### config.mk
export PLATFORM = sky130hd
export DESIGN_NAME = interrupt_mask_controller_core
export DESIGN_NICKNAME = d
export VERILOG_FILES = /design/src/design/imc_pkg.sv /design/src/design/interrupt_mask_controller_core.sv /design/src/design/imc_in_stage.sv /design/src/design/imc_regs.sv
export SDC_FILE = /design/constraint.sdc
export NUM_CORES = 1
export LEC_CHECK = 0
export ABC_AREA = 1
export CAP_MARGIN = 5
export CORE_MARGIN = 1.5
export CORE_UTILIZATION = 40
export CTS_BUF_LIST = sky130_fd_sc_hd__clkbuf_2
export DETAILED_ROUTE_END_ITERATION = 10
export DONT_BUFFER_PORTS = 1
export PLACE_DENSITY_LB_ADDON = 0.12
export SYNTH_ARGS = -nofsm -noshare
export SYNTH_HDL_FRONTEND = slang
export SYNTH_HIERARCHICAL = 1
export SYNTH_SLANG_ARGS = --single-unit
export TNS_END_PERCENT = 20
### constraint.sdc
create_clock -name clk -period 4.1 [get_ports clk]
set_clock_uncertainty 0.05 [all_clocks]
set_input_delay 0.82 -clock clk [delete_from_list [all_inputs] [get_ports clk]]
set_output_delay 0.82 -clock clk [all_outputs]
set_load 0.01 [all_outputs]
### src/design/imc_pkg.sv
// ----------------------------------------------------------------------------
// imc_pkg
// shared types and constants for the pending/mask interrupt controller
// ----------------------------------------------------------------------------
package imc_pkg;

  localparam int unsigned NUM_SOURCES   = 6;
  localparam int unsigned DATA_W        = 32;
  localparam int unsigned ADDR_W        = 4;
  localparam int unsigned SRC_W         = 3;
  localparam int unsigned MODE_CLR5_BIT = 11;

  localparam logic [DATA_W-1:0] VERSION_WORD = 32'h0202_0102;

  // transaction kinds
  typedef enum logic [1:0] {
    ACT_READ      = 2'd0,
    ACT_WRITE     = 2'd1,
    ACT_SET_PEND  = 2'd2,
    ACT_CLR_PEND  = 2'd3
  } action_t;

  // register select, byte address bits 3:2
  typedef enum logic [1:0] {
    REG_MODE    = 2'd0,
    REG_VERSION = 2'd1,
    REG_PENDING = 2'd2,
    REG_MASK    = 2'd3
  } reg_sel_t;

  typedef logic [NUM_SOURCES-1:0] src_vec_t;

  typedef struct packed {
    action_t             action;
    logic [ADDR_W-1:0]   byte_address;
    logic [DATA_W-1:0]   write_data;
    logic [SRC_W-1:0]    source;
  } item_t;

endpackage

### src/design/interrupt_mask_controller_core.sv
// ----------------------------------------------------------------------------
// interrupt_mask_controller_core
// pending/mask interrupt controller with mode, version, pending, mask registers
// ----------------------------------------------------------------------------
// usage
//   input channel (in_valid / in_stall) carries one transaction: a register
//   read, a register write, or a set / clear event for one pending source
//   result channel (out_valid / out_stall) returns one transaction for every
//   input: read data (zero unless a read) and the irq level after the update
//   path: an accepted transaction passes through the input register and
//   then the result register, which shows it on the result channel
//   throughput: one transaction per cycle while the receiver does not stall,
//   set by the single update path between the input and result registers
//   when the receiver stalls the result register holds, the input register
//   keeps one more transaction and in_stall rises only once both are full
//   reset (rst_n low, synchronous) clears mode, pending, mask and both
//   valid flags; the version register is constant
// ----------------------------------------------------------------------------
module interrupt_mask_controller_core (
  input  logic                         clk,
  input  logic                         rst_n,
  input  logic                         in_valid,
  output logic                         in_stall,
  input  logic [1:0]                   in_action,
  input  logic [imc_pkg::ADDR_W-1:0]   in_byte_address,
  input  logic [imc_pkg::DATA_W-1:0]   in_write_data,
  input  logic [imc_pkg::SRC_W-1:0]    in_source,
  output logic                         out_valid,
  input  logic                         out_stall,
  output logic [imc_pkg::DATA_W-1:0]   out_read_data,
  output logic                         out_irq
);
  import imc_pkg::*;

  // transaction held in the input register
  logic  item_valid;
  item_t item;
  // input register emptied into the result register this cycle
  logic  take;

  imc_in_stage u_in_stage (
    .clk             (clk),
    .rst_n           (rst_n),
    .in_valid        (in_valid),
    .in_stall        (in_stall),
    .in_action       (in_action),
    .in_byte_address (in_byte_address),
    .in_write_data   (in_write_data),
    .in_source       (in_source),
    .take            (take),
    .item_valid      (item_valid),
    .item            (item)
  );

  // state update happens as the transaction moves into the result register
  imc_regs u_regs (
    .clk           (clk),
    .rst_n         (rst_n),
    .item_valid    (item_valid),
    .item          (item),
    .take          (take),
    .out_valid     (out_valid),
    .out_stall     (out_stall),
    .out_read_data (out_read_data),
    .out_irq       (out_irq)
  );

endmodule

### src/design/imc_in_stage.sv
// ----------------------------------------------------------------------------
// imc_in_stage
// input register: captures one transaction and holds it until taken
// ----------------------------------------------------------------------------
module imc_in_stage (
  input  logic                         clk,
  input  logic                         rst_n,
  input  logic                         in_valid,
  output logic                         in_stall,
  input  logic [1:0]                   in_action,
  input  logic [imc_pkg::ADDR_W-1:0]   in_byte_address,
  input  logic [imc_pkg::DATA_W-1:0]   in_write_data,
  input  logic [imc_pkg::SRC_W-1:0]    in_source,
  input  logic                         take,
  output logic                         item_valid,
  output imc_pkg::item_t               item
);
  import imc_pkg::*;

  logic  valid_r, valid_nxt;
  item_t item_r;
  logic  ready;

  // empty or being emptied this cycle
  assign ready    = !valid_r || take;
  assign in_stall = !ready;

  always_comb begin
    valid_nxt = valid_r;
    if (ready) begin
      valid_nxt = in_valid;
    end
  end

  always_ff @(posedge clk) begin
    if (!rst_n) begin
      valid_r <= 1'b0;
    end else begin
      valid_r <= valid_nxt;
    end
  end

  always_ff @(posedge clk) begin
    if (ready && in_valid) begin
      item_r.action       <= action_t'(in_action);
      item_r.byte_address <= in_byte_address;
      item_r.write_data   <= in_write_data;
      item_r.source       <= in_source;
    end
  end

  assign item_valid = valid_r;
  assign item       = item_r;

endmodule

### src/design/imc_regs.sv
// ----------------------------------------------------------------------------
// imc_regs
// register file, pending/mask update and result register
// ----------------------------------------------------------------------------
module imc_regs (
  input  logic                         clk,
  input  logic                         rst_n,
  input  logic                         item_valid,
  input  imc_pkg::item_t               item,
  output logic                         take,
  output logic                         out_valid,
  input  logic                         out_stall,
  output logic [imc_pkg::DATA_W-1:0]   out_read_data,
  output logic                         out_irq
);
  import imc_pkg::*;

  logic [DATA_W-1:0] mode_r, mode_nxt;
  src_vec_t          pend_r, pend_nxt;
  src_vec_t          mask_r, mask_nxt;
  logic              out_valid_r, out_valid_nxt;
  logic [DATA_W-1:0] rdata_r, rdata_nxt;
  logic              irq_r, irq_nxt;

  reg_sel_t          sel;
  src_vec_t          src_dec;
  logic              out_ready;

  assign out_ready = !out_valid_r || !out_stall;
  assign take      = item_valid && out_ready;
  assign sel       = reg_sel_t'(item.byte_address[3:2]);

  // one-hot source, sources 6 and 7 decode to nothing
  always_comb begin
    src_dec = '0;
    for (int i = 0; i < NUM_SOURCES; i++) begin
      if (item.source == SRC_W'(i)) begin
        src_dec[i] = 1'b1;
      end
    end
  end

  always_comb begin
    mode_nxt  = mode_r;
    pend_nxt  = pend_r;
    mask_nxt  = mask_r;
    rdata_nxt = '0;
    unique case (item.action)
      ACT_READ: begin
        unique case (sel)
          REG_MODE:    rdata_nxt = mode_r;
          REG_VERSION: rdata_nxt = VERSION_WORD;
          REG_PENDING: rdata_nxt = DATA_W'(pend_r);
          REG_MASK:    rdata_nxt = DATA_W'(mask_r);
          default:     rdata_nxt = '0;
        endcase
      end
      ACT_WRITE: begin
        if (sel == REG_MODE) begin
          mode_nxt = item.write_data;
          if (item.write_data[MODE_CLR5_BIT]) begin
            pend_nxt[NUM_SOURCES-1] = 1'b0;
          end
        end else if (sel == REG_MASK) begin
          // clear bit wins over set bit
          for (int i = 0; i < NUM_SOURCES; i++) begin
            if (item.write_data[2*i]) begin
              mask_nxt[i] = 1'b0;
            end else if (item.write_data[2*i+1]) begin
              mask_nxt[i] = 1'b1;
            end
          end
        end
      end
      ACT_SET_PEND: pend_nxt = pend_r | src_dec;
      ACT_CLR_PEND: pend_nxt = pend_r & ~src_dec;
      default: ;
    endcase
    irq_nxt = |(pend_nxt & mask_nxt);
  end

  always_comb begin
    out_valid_nxt = out_valid_r;
    if (out_ready) begin
      out_valid_nxt = item_valid;
    end
  end

  always_ff @(posedge clk) begin
    if (!rst_n) begin
      mode_r      <= '0;
      pend_r      <= '0;
      mask_r      <= '0;
      out_valid_r <= 1'b0;
    end else begin
      out_valid_r <= out_valid_nxt;
      if (take) begin
        mode_r <= mode_nxt;
        pend_r <= pend_nxt;
        mask_r <= mask_nxt;
      end
    end
  end

  always_ff @(posedge clk) begin
    if (take) begin
      rdata_r <= rdata_nxt;
      irq_r   <= irq_nxt;
    end
  end

  assign out_valid     = out_valid_r;
  assign out_read_data = rdata_r;
  assign out_irq       = irq_r;

endmodule

==> qor.csv <==
metric,value,unit
clkTransAtPathRegs,0.18,ns
p_leak,1.880,nW
clkLatencyLatePin,0.63,ns
p_int,0.001690,W
syn_inst,437,
dieWidth,108.9,µm
p_per_area,459.7,mW/mm²
fmax,379.3,MHz
final_nets,490,
fin_crit_sh,0.6431,
max_stage_delay,0.41,ns
numCtsBuffers,17,
hold_viol,0,
ant_nets,0,
startpoint,u_regs/out_valid,
finalSetupViolCount,0,
cts_setup_buffers,0,
r2r-start,u_regs/out_valid,
drive_above_1_share,0.09825,
seq_area,0.003083,mm²
arrival,1.77,ns
maxCapViolCount,0,
drtPass1Iterations,5,
power_frac_clock,0.338,
gp_congestion,0.8417,
crit_required,3.23,ns
core_region_area,0.01089,mm²
crit_type,flip-flop to output pin,
antenna_cells,0,
seq_power_share,0.609,
worstPathCellList,"nand2_1, nand2_1, inv_2, inv_1, nand2_2, inv_2",
grt_use_total,0.1644,
multiInputGateArea,0.001175,mm²
syn-cell-area,0.004486,mm²
crit_path_start_kind,flip-flop,
combPwrFrac,0.053,
ioPinCount,80,
place_hpwl,5915,µm
final-max-slew-violation-count,0,
peakVddDrop,0.1958,mV
clk_path_buf_depth,2,
syn_to_final_growth,8.675,%
worstMarginPinSlew,1.018,ns
grt_max_degree,51,
tns,0,ns
clock_tree.root_cell,clkbuf_2,
fillers,1059,
relSlewSlack,0.3194,
yosysWarnings,6,
start_util,0.4120,
min_period,2.637,ns
p_total,0.002241,W
syn-num-nets,482,
dieArea,0.01186,mm²
dieHeight,108.9,µm
post_drt_wl_per_cell,15.33,µm
endpoint_kind,output pin,
cts.sinks,118,
portBuffers,0,
cp_slowest_cell,dfxtp_1,
rsz0062_at_grt,no,
grt-ovfl-total,0,
crit_path_max_fanout,10,
routed_wl,9167,µm
viasPerCell,4.946,
num_rows,38,
grt_pass1_vias,2711,
antenna_found_initial,0,
grt_pass1_wl,14120,µm
hold_path.class,primary input to flip-flop,
cts_resized,0,
worstHoldStart,in_write_data[19],
syn_area_per_cell,10.26,µm²
switching_share,0.2456,
vias,2958,
drc,0,
htree_num_levels,4,
cts_tree,done,
ctsHoldBuffers,0,
dr.first_iter.drc_count,195,
switchingPower,0.0005504,W
status,completed,
[state kept, by name, indices dropped and copies added (netlist names)]
name	count
u_regs/out_valid	1
u_regs/out_irq	1
u_regs/mask_r	6
u_regs/mode_r	32
u_regs/out_read_data	32
u_in_stage/item_valid	1
u_in_stage/item	39
u_regs/pend_r	6
[routing by layer]
layer  wire length, µm  GRT usage
met1              4343     0.2168
met2              4158     0.2460
met3               508    0.05738
met4               157    0.06767
met5                 0          0
[worst max-delay path: cells and delay by family, from the launching register on]
kind,cells,cell delay (ns)
flops,1,0.41
buf+inv,3,0.23
simple gates,3,0.52
[path summary, 6_finish.rpt]
kind,to,slack (ns),cells after the start
max,in_stall,1.46,6
min reg2reg,u_regs/mode_r[29],0.41,2
max reg2reg,u_in_stage/item[2],1.89,8
min,u_in_stage/item[22],0.21,0
[layout make-up]
| type | count | share of cell area |
|---|---|---|
| timing repair buffer | 4 | 0.006160 |
| sequential | 118 | 0.6324 |
| multi-input combinational | 261 | 0.2410 |
| tap | 140 | 0.03593 |
| clock inverter | 14 | 0.03285 |
| clock buffer | 18 | 0.01848 |
| inverter | 43 | 0.03311 |
[metrics by stage]
step / hold WS, ns / worst slack (ns) / area (µm²) / util / instances
2_1_floorplan: 0.3803 / 0.5443 / 4488 / - / 437
3_3_place_gp: 0.3890 / 1.365 / 4624 / 0.4247 / 566
3_5_place_dp: 0.3917 / 1.362 / 4624 / 0.4247 / 566
4_1_cts: 0.1296 / 1.367 / 4875 / 0.4477 / 598
5_1_grt: 0.1114 / 1.278 / 4875 / 0.4477 / 598
6_report: 0.2134 / 1.463 / 4875 / 0.4477 / 598
[layout by cell type, fill, tap and decap left out, drive strengths merged, types with 2 or more instances in the layout]
cell type  instances
nor2              96
a211oi             2
bufinv             3
o22ai              2
dfxtp             46
nor3               7
o221ai             3
clkbuf            18
nand3             10
buf                4
nand4              5
a21oi             21
inv               43
o21ai             45
clkinv             8
nand2             67
edfxtp            72
clkinvlp           3
[power by group through the flow]
stage          registers [W]  logic [W]  clock network [W]
2_1_floorplan        0.00138  0.0000916                  0
6_report             0.00136   0.000118           0.000758
3_5_place_dp         0.00139   0.000119                  0
4_1_cts              0.00137   0.000120           0.000792
3_3_place_gp         0.00139   0.000118                  0
5_1_grt              0.00137   0.000135           0.000845
No activity file was read; power rests on OpenSTA's default activity.
